File: config.mk
export PLATFORM = sky130hd
export DESIGN_NAME = reno_window_sender_control_unit
export DESIGN_NICKNAME = d
export VERILOG_FILES = /design/src/design/rwsc_pkg.sv /design/src/design/rwsc_ram.sv /design/src/design/rwsc_ctrl.sv /design/src/design/rwsc_dpath.sv /design/src/design/reno_window_sender_control_unit.sv
export SDC_FILE = /design/constraint.sdc
export NUM_CORES = 2
export LEC_CHECK = 0
export BUFFER_PORTS_ARGS = -buffer_cell sky130_fd_sc_hd__buf_2
export CAP_MARGIN = 40
export CORE_ASPECT_RATIO = 1.25
export CORE_UTILIZATION = 45
export DETAILED_ROUTE_END_ITERATION = 16
export PLACE_DENSITY = 0.62
export SLEW_MARGIN = 20
export SYNTH_ARGS = -nofsm -noshare
export SYNTH_HDL_FRONTEND = slang
export SYNTH_SLANG_ARGS = --single-unit
export TNS_END_PERCENT = 10
File: constraint.sdc
create_clock -name clock -period 9.95 [get_ports clock]
set_clock_uncertainty 0.05 [all_clocks]
set_input_delay 0.4975 -clock clock [delete_from_list [all_inputs] [get_ports clock]]
set_output_delay 0.4975 -clock clock [all_outputs]
set_load 0.03 [all_outputs]
File: src/design/rwsc_pkg.sv
`timescale 1ns / 1ps
// ----------------------------------------------------------------------------
// rwsc_pkg: shared types and constants for the reno window sender control
// Widths, reset values, register indexes and the controller/datapath
// command and status bundles.
// ----------------------------------------------------------------------------
package rwsc_pkg;

   // field widths
   localparam int SEQ_W     = 16;
   localparam int CFG_W     = 16;
   localparam int WIN_W     = 7;
   localparam int TICK_W    = 32;
   localparam int DUP_W     = 2;
   localparam int CSR_IDX_W = 2;

   // window and run limits
   localparam int MAX_WINDOW = 64;
   localparam int MAX_RUN    = 64;
   localparam int RUN_W      = $clog2(MAX_RUN + 1);

   // send-time ring, one entry per sequence number modulo the depth
   localparam int RING_DEPTH = 64;
   localparam int RING_AW    = $clog2(RING_DEPTH);

   // reset values of the configuration registers
   localparam logic [CFG_W-1:0] RST_TOTAL_PACKETS = CFG_W'(0);
   localparam logic [CFG_W-1:0] RST_INIT_THRESH   = CFG_W'(20);
   localparam logic [CFG_W-1:0] RST_TIMEOUT_TICKS = CFG_W'(500);

   // fast recovery window bonus and duplicate ack level
   localparam int               TIMEOUT_BONUS = 3;
   localparam logic [DUP_W-1:0] DUP_MAX       = DUP_W'(3);

   // input opcodes
   localparam logic OP_TICK = 1'b0;
   localparam logic OP_ACK  = 1'b1;

   // configuration register indexes
   localparam logic [CSR_IDX_W-1:0] CSR_TOTAL_PACKETS     = CSR_IDX_W'(0);
   localparam logic [CSR_IDX_W-1:0] CSR_INITIAL_THRESHOLD = CSR_IDX_W'(1);
   localparam logic [CSR_IDX_W-1:0] CSR_TIMEOUT_TICKS     = CSR_IDX_W'(2);

   typedef struct packed {
      logic capture;
      logic tick_inc;
      logic ack_update;
      logic check;
      logic start_resend;
      logic start_send;
      logic emit_run;
      logic emit_status;
   } dp_cmd_type;

   typedef struct packed {
      logic finished;
      logic timed_out;
      logic send_none;
      logic run_last;
      logic out_free;
   } dp_status_type;

endpackage

File: src/design/rwsc_ram.sv
`timescale 1ns / 1ps
// ----------------------------------------------------------------------------
// rwsc_ram: generic single-write, single-read RAM
// One write port and one read port with registered read data.
// ----------------------------------------------------------------------------
module rwsc_ram #(
   parameter int WIDTH = 32,
   parameter int DEPTH = 64,
   localparam int ADDR_W = $clog2(DEPTH)
) (
   input  logic              clock,
   input  logic              wr_en,
   input  logic [ADDR_W-1:0] wr_addr,
   input  logic [WIDTH-1:0]  wr_data,
   input  logic [ADDR_W-1:0] rd_addr,
   output logic [WIDTH-1:0]  rd_data
);

   logic [WIDTH-1:0] mem_ff [DEPTH];
   logic [WIDTH-1:0] rd_data_ff;

   always_ff @(posedge clock) begin
      if (wr_en) begin
         mem_ff[wr_addr] <= wr_data;
      end
      rd_data_ff <= mem_ff[rd_addr];
   end

   assign rd_data = rd_data_ff;

endmodule

File: src/design/rwsc_ctrl.sv
`timescale 1ns / 1ps
// ----------------------------------------------------------------------------
// rwsc_ctrl: sequencing state machine
// Accepts one beat at a time and steps the datapath through ack update,
// timer check, send/resend runs and the single status beat.
// ----------------------------------------------------------------------------
module rwsc_ctrl (
   input  logic                    clock,
   input  logic                    reset,
   input  logic                    req_valid,
   output logic                    req_stall,
   input  logic                    req_opcode,
   input  rwsc_pkg::dp_status_type status,
   output rwsc_pkg::dp_cmd_type    cmd
);

   import rwsc_pkg::*;

   typedef enum logic [2:0] {
      ST_IDLE,
      ST_ACK,
      ST_CHECK,
      ST_DECIDE,
      ST_RUN,
      ST_STATUS
   } state_type;

   state_type state_ff;
   state_type state_in;
   logic      accept;

   assign req_stall = (state_ff != ST_IDLE);
   assign accept    = req_valid && !req_stall;

   always_comb begin
      state_in = state_ff;
      cmd      = '0;
      unique case (state_ff)
         ST_IDLE: begin
            if (accept) begin
               cmd.capture = 1'b1;
               if (req_opcode == OP_TICK) begin
                  cmd.tick_inc = 1'b1;
                  state_in     = ST_CHECK;
               end else begin
                  state_in = ST_ACK;
               end
            end
         end
         ST_ACK: begin
            cmd.ack_update = 1'b1;
            state_in       = ST_STATUS;
         end
         ST_CHECK: begin
            cmd.check = 1'b1;
            state_in  = ST_DECIDE;
         end
         ST_DECIDE: begin
            priority if (status.finished) begin
               state_in = ST_STATUS;
            end else if (status.timed_out) begin
               cmd.start_resend = 1'b1;
               state_in         = ST_RUN;
            end else begin
               cmd.start_send = 1'b1;
               state_in       = status.send_none ? ST_STATUS : ST_RUN;
            end
         end
         ST_RUN: begin
            if (status.out_free) begin
               cmd.emit_run = 1'b1;
               if (status.run_last) begin
                  state_in = ST_IDLE;
               end
            end
         end
         ST_STATUS: begin
            if (status.out_free) begin
               cmd.emit_status = 1'b1;
               state_in        = ST_IDLE;
            end
         end
         default: begin
            state_in = ST_IDLE;
         end
      endcase
   end

   always_ff @(posedge clock) begin
      if (reset) begin
         state_ff <= ST_IDLE;
      end else begin
         state_ff <= state_in;
      end
   end

   // the last beat of a run hands control back to idle
   a_run_end_idle: assert property (@(posedge clock) disable iff (reset)
      (cmd.emit_run && status.run_last) |=> (state_ff == ST_IDLE))
      else $error("run did not end in idle");

   a_capture_on_accept: assert property (@(posedge clock) disable iff (reset)
      cmd.capture |-> (req_valid && !req_stall))
      else $error("capture without an accepted beat");

   a_one_emit: assert property (@(posedge clock) disable iff (reset)
      !(cmd.emit_run && cmd.emit_status))
      else $error("run and status beat emitted together");

endmodule

File: src/design/rwsc_dpath.sv
`timescale 1ns / 1ps
// ----------------------------------------------------------------------------
// rwsc_dpath: window, congestion and timer datapath
// Holds the configuration registers, sliding window state, timer ring and
// the result output register.
// ----------------------------------------------------------------------------
module rwsc_dpath (
   input  logic                              clock,
   input  logic                              reset,
   input  rwsc_pkg::dp_cmd_type              cmd,
   output rwsc_pkg::dp_status_type           status,
   input  logic [rwsc_pkg::SEQ_W-1:0]        req_ack_number,
   input  logic                              req_ack_flag,
   input  logic                              req_nak_flag,
   input  logic                              csr_write_en,
   input  logic [rwsc_pkg::CSR_IDX_W-1:0]    csr_index,
   input  logic [rwsc_pkg::CFG_W-1:0]        csr_wdata,
   output logic                              rsp_valid,
   input  logic                              rsp_stall,
   output logic                              rsp_send_valid,
   output logic [rwsc_pkg::SEQ_W-1:0]        rsp_packet_seq,
   output logic                              rsp_is_resend,
   output logic [rwsc_pkg::WIN_W-1:0]        rsp_window_now,
   output logic                              rsp_transfer_done,
   output logic                              rsp_last_of_run
);

   import rwsc_pkg::*;

   localparam logic [WIN_W-1:0] WIN_ONE = WIN_W'(1);
   localparam logic [WIN_W-1:0] WIN_MAX = WIN_W'(MAX_WINDOW);

   // configuration
   logic [CFG_W-1:0]      total_ff, total_in;
   logic [CFG_W-1:0]      init_thr_ff, init_thr_in;
   logic [CFG_W-1:0]      cfg_timeout_ff, cfg_timeout_in;

   // window and congestion state
   logic [SEQ_W-1:0]      base_ff, base_in;
   logic [SEQ_W-1:0]      next_ff, next_in;
   logic [WIN_W-1:0]      cw_ff, cw_in;
   logic [SEQ_W-1:0]      thr_ff, thr_in;
   logic [SEQ_W-1:0]      prev_ack_ff, prev_ack_in;
   logic [DUP_W-1:0]      dup_ff, dup_in;
   logic                  dup_seen_ff, dup_seen_in;
   logic [TICK_W-1:0]     tick_ff, tick_in;
   logic [RING_DEPTH-1:0] armed_ff, armed_in;

   // captured ack beat
   logic [SEQ_W-1:0]      ack_num_ff, ack_num_in;
   logic                  ack_flag_ff, ack_flag_in;
   logic                  nak_flag_ff, nak_flag_in;

   // timer check and run
   logic                  timed_out_ff, timed_out_in;
   logic [SEQ_W-1:0]      run_seq_ff, run_seq_in;
   logic [RUN_W-1:0]      run_left_ff, run_left_in;
   logic                  run_resend_ff, run_resend_in;

   // output register
   logic                  out_valid_ff, out_valid_in;
   logic                  out_send_ff, out_send_in;
   logic [SEQ_W-1:0]      out_seq_ff, out_seq_in;
   logic                  out_resend_ff, out_resend_in;
   logic [WIN_W-1:0]      out_win_ff, out_win_in;
   logic                  out_done_ff, out_done_in;
   logic                  out_last_ff, out_last_in;

   // combinational helpers
   logic [RING_AW-1:0]    base_idx;
   logic [RING_AW-1:0]    run_idx;
   logic [TICK_W-1:0]     send_time;
   logic [TICK_W-1:0]     age;
   logic                  finished;
   logic                  base_lt_next;
   logic [SEQ_W-1:0]      gap;
   logic [SEQ_W-1:0]      avail;
   logic [WIN_W-1:0]      room;
   logic [RUN_W-1:0]      send_cnt;
   logic [RUN_W-1:0]      resend_cnt;
   logic [SEQ_W-1:0]      thr_half;
   logic [SEQ_W:0]        thr_bonus;
   logic [WIN_W-1:0]      cw_timeout;
   logic [SEQ_W:0]        ack_ext;
   logic [SEQ_W:0]        base_p1;
   logic                  in_order;
   logic                  jump;
   logic [SEQ_W-1:0]      base_inc;
   logic [WIN_W:0]        cw_dbl;
   logic [WIN_W:0]        cw_inc;
   logic [WIN_W-1:0]      cw_grow;
   logic [SEQ_W-1:0]      nb_raw;
   logic [SEQ_W-1:0]      nb;
   logic                  jump_take;

   rwsc_ram #(
      .WIDTH (TICK_W),
      .DEPTH (RING_DEPTH)
   ) u_send_time (
      .clock   (clock),
      .wr_en   (cmd.emit_run),
      .wr_addr (run_idx),
      .wr_data (tick_ff),
      .rd_addr (base_idx),
      .rd_data (send_time)
   );

   assign base_idx     = base_ff[RING_AW-1:0];
   assign run_idx      = run_seq_ff[RING_AW-1:0];
   assign finished     = (base_ff >= total_ff);
   assign base_lt_next = (base_ff < next_ff);
   assign gap          = next_ff - base_ff;
   assign age          = tick_ff - send_time;

   // new sends: limited by packets left and by room in the window
   always_comb begin
      avail = (next_ff < total_ff) ? (total_ff - next_ff) : '0;
      if (!base_lt_next && (gap == '0)) begin
         room = cw_ff;
      end else if (base_lt_next && (gap < SEQ_W'(cw_ff))) begin
         room = cw_ff - gap[WIN_W-1:0];
      end else begin
         room = '0;
      end
      if (avail < SEQ_W'(room)) begin
         send_cnt = avail[RUN_W-1:0];
      end else begin
         send_cnt = RUN_W'(room);
      end
      resend_cnt = (gap > SEQ_W'(MAX_RUN)) ? RUN_W'(MAX_RUN) : gap[RUN_W-1:0];
   end

   // timeout: halve threshold, fast recovery window after duplicate acks
   assign thr_half   = {1'b0, thr_ff[SEQ_W-1:1]};
   assign thr_bonus  = {1'b0, thr_half} + (SEQ_W+1)'(TIMEOUT_BONUS);
   assign cw_timeout = !dup_seen_ff ? WIN_ONE :
                       (thr_bonus > (SEQ_W+1)'(MAX_WINDOW)) ? WIN_MAX :
                       thr_bonus[WIN_W-1:0];

   // ack decode, compared one bit wider so base+1 cannot wrap
   assign ack_ext   = {1'b0, ack_num_ff};
   assign base_p1   = {1'b0, base_ff} + (SEQ_W+1)'(1);
   assign in_order  = ack_flag_ff && !nak_flag_ff && (ack_ext == base_p1);
   assign jump      = !in_order && (ack_ext > base_p1);
   assign base_inc  = base_ff + SEQ_W'(1);
   assign cw_dbl    = {cw_ff, 1'b0};
   assign cw_inc    = {1'b0, cw_ff} + (WIN_W+1)'(1);
   assign nb_raw    = ack_num_ff - SEQ_W'(1);
   assign nb        = (nb_raw > total_ff) ? total_ff : nb_raw;
   assign jump_take = jump && (nb > base_ff);

   always_comb begin
      if (SEQ_W'(cw_ff) <= thr_ff) begin
         cw_grow = (cw_dbl > (WIN_W+1)'(MAX_WINDOW)) ? WIN_MAX : cw_dbl[WIN_W-1:0];
      end else begin
         cw_grow = (cw_inc > (WIN_W+1)'(MAX_WINDOW)) ? WIN_MAX : cw_inc[WIN_W-1:0];
      end
   end

   always_comb begin
      total_in       = total_ff;
      init_thr_in    = init_thr_ff;
      cfg_timeout_in = cfg_timeout_ff;
      base_in        = base_ff;
      next_in        = next_ff;
      cw_in          = cw_ff;
      thr_in         = thr_ff;
      prev_ack_in    = prev_ack_ff;
      dup_in         = dup_ff;
      dup_seen_in    = dup_seen_ff;
      tick_in        = tick_ff;
      armed_in       = armed_ff;
      ack_num_in     = ack_num_ff;
      ack_flag_in    = ack_flag_ff;
      nak_flag_in    = nak_flag_ff;
      timed_out_in   = timed_out_ff;
      run_seq_in     = run_seq_ff;
      run_left_in    = run_left_ff;
      run_resend_in  = run_resend_ff;

      if (csr_write_en) begin
         unique case (csr_index)
            CSR_TOTAL_PACKETS: begin
               total_in = csr_wdata;
            end
            CSR_INITIAL_THRESHOLD: begin
               init_thr_in = csr_wdata;
               // threshold follows the register until the first send
               if (next_ff == '0) begin
                  thr_in = csr_wdata;
               end
            end
            CSR_TIMEOUT_TICKS: begin
               cfg_timeout_in = csr_wdata;
            end
            default: begin
            end
         endcase
      end

      if (cmd.capture) begin
         ack_num_in  = req_ack_number;
         ack_flag_in = req_ack_flag;
         nak_flag_in = req_nak_flag;
      end

      if (cmd.tick_inc) begin
         tick_in = tick_ff + TICK_W'(1);
      end

      if (cmd.check) begin
         timed_out_in = armed_ff[base_idx] && base_lt_next &&
                        (age > TICK_W'(cfg_timeout_ff));
      end

      if (cmd.ack_update) begin
         if (in_order) begin
            if (finished == 1'b0) begin
               armed_in[base_idx] = 1'b0;
               base_in            = base_inc;
               if (base_inc < total_ff) begin
                  cw_in = cw_grow;
               end
            end
         end else if (jump_take) begin
            base_in                      = nb;
            armed_in[nb[RING_AW-1:0]]    = 1'b0;
            if (next_ff < nb) begin
               next_in = nb;
            end
         end
         if (prev_ack_ff != ack_num_ff) begin
            dup_in      = '0;
            prev_ack_in = ack_num_ff;
            dup_seen_in = 1'b0;
         end else begin
            if (dup_ff < DUP_MAX) begin
               dup_in = dup_ff + DUP_W'(1);
            end
            if (dup_in == DUP_MAX) begin
               dup_seen_in = 1'b1;
            end
         end
      end

      if (cmd.start_resend) begin
         thr_in        = thr_half;
         cw_in         = cw_timeout;
         run_seq_in    = base_ff;
         run_left_in   = resend_cnt;
         run_resend_in = 1'b1;
      end

      if (cmd.start_send) begin
         run_seq_in    = next_ff;
         run_left_in   = send_cnt;
         run_resend_in = 1'b0;
      end

      if (cmd.emit_run) begin
         armed_in[run_idx] = 1'b1;
         run_seq_in        = run_seq_ff + SEQ_W'(1);
         run_left_in       = run_left_ff - RUN_W'(1);
         if (!run_resend_ff) begin
            next_in = next_ff + SEQ_W'(1);
         end
      end
   end

   // output register: refilled when empty or when its beat is taken
   always_comb begin
      out_valid_in  = out_valid_ff && rsp_stall;
      out_send_in   = out_send_ff;
      out_seq_in    = out_seq_ff;
      out_resend_in = out_resend_ff;
      out_win_in    = out_win_ff;
      out_done_in   = out_done_ff;
      out_last_in   = out_last_ff;
      if (cmd.emit_run) begin
         out_valid_in  = 1'b1;
         out_send_in   = 1'b1;
         out_seq_in    = run_seq_ff;
         out_resend_in = run_resend_ff;
         out_win_in    = cw_ff;
         out_done_in   = finished;
         out_last_in   = (run_left_ff == RUN_W'(1));
      end else if (cmd.emit_status) begin
         out_valid_in  = 1'b1;
         out_send_in   = 1'b0;
         out_seq_in    = '0;
         out_resend_in = 1'b0;
         out_win_in    = cw_ff;
         out_done_in   = finished;
         out_last_in   = 1'b1;
      end
   end

   always_ff @(posedge clock) begin
      if (reset) begin
         total_ff       <= RST_TOTAL_PACKETS;
         init_thr_ff    <= RST_INIT_THRESH;
         cfg_timeout_ff <= RST_TIMEOUT_TICKS;
         base_ff        <= '0;
         next_ff        <= '0;
         cw_ff          <= WIN_ONE;
         thr_ff         <= RST_INIT_THRESH;
         prev_ack_ff    <= '0;
         dup_ff         <= '0;
         dup_seen_ff    <= 1'b0;
         tick_ff        <= '0;
         armed_ff       <= '0;
         timed_out_ff   <= 1'b0;
         run_left_ff    <= '0;
         run_resend_ff  <= 1'b0;
         out_valid_ff   <= 1'b0;
      end else begin
         total_ff       <= total_in;
         init_thr_ff    <= init_thr_in;
         cfg_timeout_ff <= cfg_timeout_in;
         base_ff        <= base_in;
         next_ff        <= next_in;
         cw_ff          <= cw_in;
         thr_ff         <= thr_in;
         prev_ack_ff    <= prev_ack_in;
         dup_ff         <= dup_in;
         dup_seen_ff    <= dup_seen_in;
         tick_ff        <= tick_in;
         armed_ff       <= armed_in;
         timed_out_ff   <= timed_out_in;
         run_left_ff    <= run_left_in;
         run_resend_ff  <= run_resend_in;
         out_valid_ff   <= out_valid_in;
      end
   end

   always_ff @(posedge clock) begin
      ack_num_ff    <= ack_num_in;
      ack_flag_ff   <= ack_flag_in;
      nak_flag_ff   <= nak_flag_in;
      run_seq_ff    <= run_seq_in;
      out_send_ff   <= out_send_in;
      out_seq_ff    <= out_seq_in;
      out_resend_ff <= out_resend_in;
      out_win_ff    <= out_win_in;
      out_done_ff   <= out_done_in;
      out_last_ff   <= out_last_in;
   end

   assign status.finished  = finished;
   assign status.timed_out = timed_out_ff;
   assign status.send_none = (send_cnt == '0);
   assign status.run_last  = (run_left_ff == RUN_W'(1));
   assign status.out_free  = !out_valid_ff || !rsp_stall;

   assign rsp_valid         = out_valid_ff;
   assign rsp_send_valid    = out_send_ff;
   assign rsp_packet_seq    = out_seq_ff;
   assign rsp_is_resend     = out_resend_ff;
   assign rsp_window_now    = out_win_ff;
   assign rsp_transfer_done = out_done_ff;
   assign rsp_last_of_run   = out_last_ff;

   a_window_range: assert property (@(posedge clock) disable iff (reset)
      (cw_ff >= WIN_ONE) && (cw_ff <= WIN_MAX))
      else $error("congestion window out of range");

   a_run_bound: assert property (@(posedge clock) disable iff (reset)
      run_left_ff <= RUN_W'(MAX_RUN))
      else $error("run length above limit");

   // every packet sent or resent leaves its timer armed
   a_timer_armed: assert property (@(posedge clock) disable iff (reset)
      cmd.emit_run |=> armed_ff[$past(run_idx)])
      else $error("timer not armed after send");

endmodule

File: src/design/reno_window_sender_control_unit.sv
`timescale 1ns / 1ps
// ----------------------------------------------------------------------------
// reno_window_sender_control_unit: sliding window and congestion control
// Top level joining the sequencing controller and the window datapath.
// ----------------------------------------------------------------------------
// usage
//   req beats: opcode tick (time step with send opportunity) or ack (with
//   ack_number, ack_flag, nak_flag). a beat moves when req_valid is high and
//   req_stall low; req_stall is high while a beat is in work.
//   rsp beats: one per packet to send or resend, or one status beat with
//   send_valid low; last_of_run marks the final beat of each request.
//   csr port: csr_write_en writes csr_wdata to register csr_index (0 total
//   packets, 1 initial threshold, 2 timeout ticks); user must write only when idle, not enforced.
// timing
//   ack: ack update, then the status beat, then back to idle for the next accept.
//   tick: timer check, decide, then the result beats, one beat a cycle once the
//   send-time ring's registered read and the timeout compare are done.
//   a stalled rsp side holds the output register and pauses the run.
// reset
//   synchronous; window base 0, window 1, threshold 20, all timers disarmed.
// ----------------------------------------------------------------------------
module reno_window_sender_control_unit (
   input  logic                           clock,
   input  logic                           reset,
   input  logic                           req_valid,
   output logic                           req_stall,
   input  logic                           req_opcode,
   input  logic [rwsc_pkg::SEQ_W-1:0]     req_ack_number,
   input  logic                           req_ack_flag,
   input  logic                           req_nak_flag,
   output logic                           rsp_valid,
   input  logic                           rsp_stall,
   output logic                           rsp_send_valid,
   output logic [rwsc_pkg::SEQ_W-1:0]     rsp_packet_seq,
   output logic                           rsp_is_resend,
   output logic [rwsc_pkg::WIN_W-1:0]     rsp_window_now,
   output logic                           rsp_transfer_done,
   output logic                           rsp_last_of_run,
   input  logic                           csr_write_en,
   input  logic [rwsc_pkg::CSR_IDX_W-1:0] csr_index,
   input  logic [rwsc_pkg::CFG_W-1:0]     csr_wdata
);

   import rwsc_pkg::*;

   dp_cmd_type    cmd;
   dp_status_type status;

   rwsc_ctrl u_ctrl (
      .clock      (clock),
      .reset      (reset),
      .req_valid  (req_valid),
      .req_stall  (req_stall),
      .req_opcode (req_opcode),
      .status     (status),
      .cmd        (cmd)
   );

   rwsc_dpath u_dpath (
      .clock             (clock),
      .reset             (reset),
      .cmd               (cmd),
      .status            (status),
      .req_ack_number    (req_ack_number),
      .req_ack_flag      (req_ack_flag),
      .req_nak_flag      (req_nak_flag),
      .csr_write_en      (csr_write_en),
      .csr_index         (csr_index),
      .csr_wdata         (csr_wdata),
      .rsp_valid         (rsp_valid),
      .rsp_stall         (rsp_stall),
      .rsp_send_valid    (rsp_send_valid),
      .rsp_packet_seq    (rsp_packet_seq),
      .rsp_is_resend     (rsp_is_resend),
      .rsp_window_now    (rsp_window_now),
      .rsp_transfer_done (rsp_transfer_done),
      .rsp_last_of_run   (rsp_last_of_run)
   );

endmodule

==> impl_metrics.ini <==
[run_status]
status = completed

[synthesis]
yosys-top-cells-count = 2108 x edfxtp_1, 855 x a22oi_1, 308 x clkbuf_1
syn_area_um2 = 95630
synth_top_flop_cell = edfxtp_1
syn_nets = 6792
ys_types = 96
synth_fa_ha_area_frac = 0.02858
synth_largest_area_cell = edfxtp_1
ys_top_cells_by_area = edfxtp_1 66%, a22oi_1 6.7%, dfxtp_1 5.2%
synth_edf_count = 2108
synth.avg_cell_area_um2 = 14.64
ys_warn_count = 0
synthCells = 6534
yosys.area_share.xor_xnor = 0.01072
synthMuxAreaShare = 0.006254
synth_top_family_by_area = compound AO/OA/AOI/OAI gates
ys_seq_elements = 2356
ys_seq_area_frac = 0.7139
netlist.area_leader.share = 0.6619
synth.most_common_cell = edfxtp_1
yosys.area_share.simple = 0.06167
synth-async-reset-ratio = 0
synth-compound-area-share = 0.1564

[global_routing]
grt_pass1_vias = 60740
grt_start_max_net_pins = 107
grt.overflow.total = 0
track_usage = 0.2855
antenna_found_initial = 7
grt_pass1_wl_um = 442200

[routing]
avgRoutedWirePerCell_um = 32.35
route.met3.wl_um = 22160
met1_length_um = 116700
drt_iter0_drc = 7909
via_per_inst = 6.478
top_layer = met5
wl_met2_um = 152900
drtAntennaViolNets = 0
dr.pass1.iters = 6
vias = 62670
drc = 0
postRouteWirelength_um = 313000

[sta]
rsz0062_at_grt = false
final-hold-violation-count = 0
max_slew_margin = 0.3097
finalSetupTns_ns = 0
setup_viol = 0
tightest_slew_ns = 1.022
drv_slew = 0
timing.fmax_ghz = 0.1469
period_share = 0.6840
period_minus_slack_ns = 6.806

[clock_network]
cts_hold_buf = 46
htreeDepth = 4
root_buffer = clkbuf_16
post_cts_buffers = 0
tritoncts.num_buffers = 212
cts_tree = built
clockBufferDepth = 3
cts.repair.resized = 0
clkTransAtPathRegs_ns = 0.07
clkLatencyLatePin_ns = 0.87
clock_sinks = 2356

[setup_path]
endpoint = u_dpath.armed_ff[38]$_SDFF_PP0_
cp_max_fo = 13
critPathArrivalTime_ns = 7.46
cp-start-kind = flip-flop
path_class = reg -> reg
r2r_end = u_dpath.armed_ff[38]$_SDFF_PP0_
rrSetupSlack_ns = 3.14
r2r_cells = 23
setup.worst_path.start = u_dpath.ack_num_ff[2]$_DFFE_PP_
end_kind = flip-flop
reg2reg_from = u_dpath.ack_num_ff[2]$_DFFE_PP_
crit_required_ns = 10.60

[finish]
drive_gt1_frac = 0.1144
n_fill_cell = 17230
multi_input_area_um2 = 25880
syn2layout_area_growth_pct = 13.10
ff_latch_area_um2 = 68310
fin_nets = 7000

[power]
p_per_area_nw_per_um2 = 243.0
finalPower_mw = 26.28
power.leakage_nw = 36.91
max-vdd-ir-drop_mv = 0.2450

[die]
die_x_um = 414.3
die_area_um2 = 214400
num_io_pins = 71
dieHeight_um = 517.4
coreArea_um2 = 210500
start_util = 0.4542
rows = 188

[place]
io_buffers = 70
routabilityCongestion = 0.9449
dp_hpwl_um = 178900

[job]
cap_viol_max_count = 0

[worst_hold_path]
hold_class = in -> reg
[sequential cells by signal, indices dropped and copies added, names as in the netlist, 7 cells and up]
name                         cells
u_dpath.armed_ff                64
u_dpath.cw_ff                    7
u_dpath.run_seq_ff              16
u_dpath.next_ff                 16
u_dpath.cfg_timeout_ff          16
u_dpath.thr_ff                  16
u_dpath.total_ff                16
u_dpath.rsp_window_now           7
u_dpath.u_send_time.rd_data     32
u_dpath.prev_ack_ff             16
u_dpath.run_left_ff              7
u_dpath.u_send_time.mem_ff    2048
u_dpath.ack_num_ff              16
u_dpath.base_ff                 16
u_dpath.rsp_packet_seq          16
u_dpath.tick_ff                 32
[per-layer routing]
layer,up-vias,GRT usage
met5,-,0
met4,2,0.1713
met3,658,0.03655
met2,3073,0.4867
met1,32050,0.3478
li1,26890,-
[layout make-up]
| type | instances | share of cell area |
|---|---|---|
| Inverter | 198 | 0.006872 |
| Antenna cell | 4 | 0.00009255 |
| Clock buffer | 270 | 0.05240 |
| Sequential cell | 2356 | 0.6316 |
| Timing Repair Buffer | 365 | 0.02804 |
| Tap cell | 2755 | 0.03187 |
| Multi-Input combinational cell | 3609 | 0.2393 |
| Clock inverter | 117 | 0.009857 |
[placed cells by master, fill, tap and decap left out, drive strengths merged, types with 86 or more instances in the layout]
cell,instances
a21oi,260
a221oi,95
a22o,89
a22oi,855
a41oi,108
buf,316
clkbuf,272
clkinv,86
dfxtp,248
edfxtp,2108
ha,212
inv,204
nand2,203
nand3,141
nand4,144
nor2,294
nor2b,90
o21ai,153
[through the flow]
| stage | hold slack (ns) | std cells | instance area, um2 | worst slack [ns] | util |
|---|---|---|---|---|---|
| global placement | 0.3838 | 9189 | 100400 | 3.076 | 0.4767 |
| CTS | 0.05498 | 9660 | 108000 | 3.207 | 0.5130 |
| global route | 0.08288 | 9671 | 108100 | 2.627 | 0.5137 |
| detailed placement | 0.4001 | 9227 | 100800 | 3.285 | 0.4789 |
| floorplan | 0.3863 | 6534 | 95630 | 4.212 | - |
| finish | 0.1253 | 9674 | 108200 | 3.144 | 0.5137 |
[power by group]
group	internal, mW	switching (mW)
combinational	2.25	4.81
clock	4.40	3.64
sequential	10.9	0.249
total	17.6	8.70
[critical path, stage by stage, from the launching register on]
cell and delay, ns:
edfxtp_1 0.52, or4_1 0.63, nor3_2 0.23, nand3_1 0.18, nor3_1 0.25, xor2_1 0.28
ha_1 0.32, a211o_1 0.34, nor3_1 0.19, a211o_1 0.29, a31o_2 0.43, mux2i_1 0.49
inv_1 0.09, ha_1 0.31, nand4_1 0.11, nor2_1 0.17, and2_1 0.17, o211ai_1 0.11
o211a_1 0.13, nor3_1 0.20, buf_4 0.23, nand4_1 0.43, o221ai_1 0.37, o21ai_0 0.12
[cells by family after synthesis]
logic type / Yosys count
DFF: 2356
AOI/OAI and AO/OA: 2057
and+or+nand+nor: 1162
buffers and inverters: 569
adders and majority gates: 216
xor gates and xnor gates: 117
muxes: 57
[worst min-delay path by stage]
stage	slack (ns)	endpoint	start	cells past startpoint
6_report	0.13	u_dpath.total_ff[2]$_SDFFE_PP0P_	csr_index[1]	5
5_1_grt	0.08	u_dpath.nak_flag_ff$_DFFE_PP_	req_valid	2
4_1_cts	0.05	u_dpath.total_ff[2]$_SDFFE_PP0P_	csr_index[1]	5
3_5_place_dp	0.40	u_dpath.rsp_send_valid$_SDFFE_PP1P_	u_dpath.rsp_send_valid$_SDFFE_PP1P_	2
3_3_place_gp	0.38	u_dpath.rsp_send_valid$_SDFFE_PP1P_	u_dpath.rsp_send_valid$_SDFFE_PP1P_	2
2_1_floorplan	0.39	u_dpath.cfg_timeout_ff[10]$_SDFFE_PP0P_	u_dpath.cfg_timeout_ff[10]$_SDFFE_PP0P_	2
No activity file was read; power rests on OpenSTA's default activity.
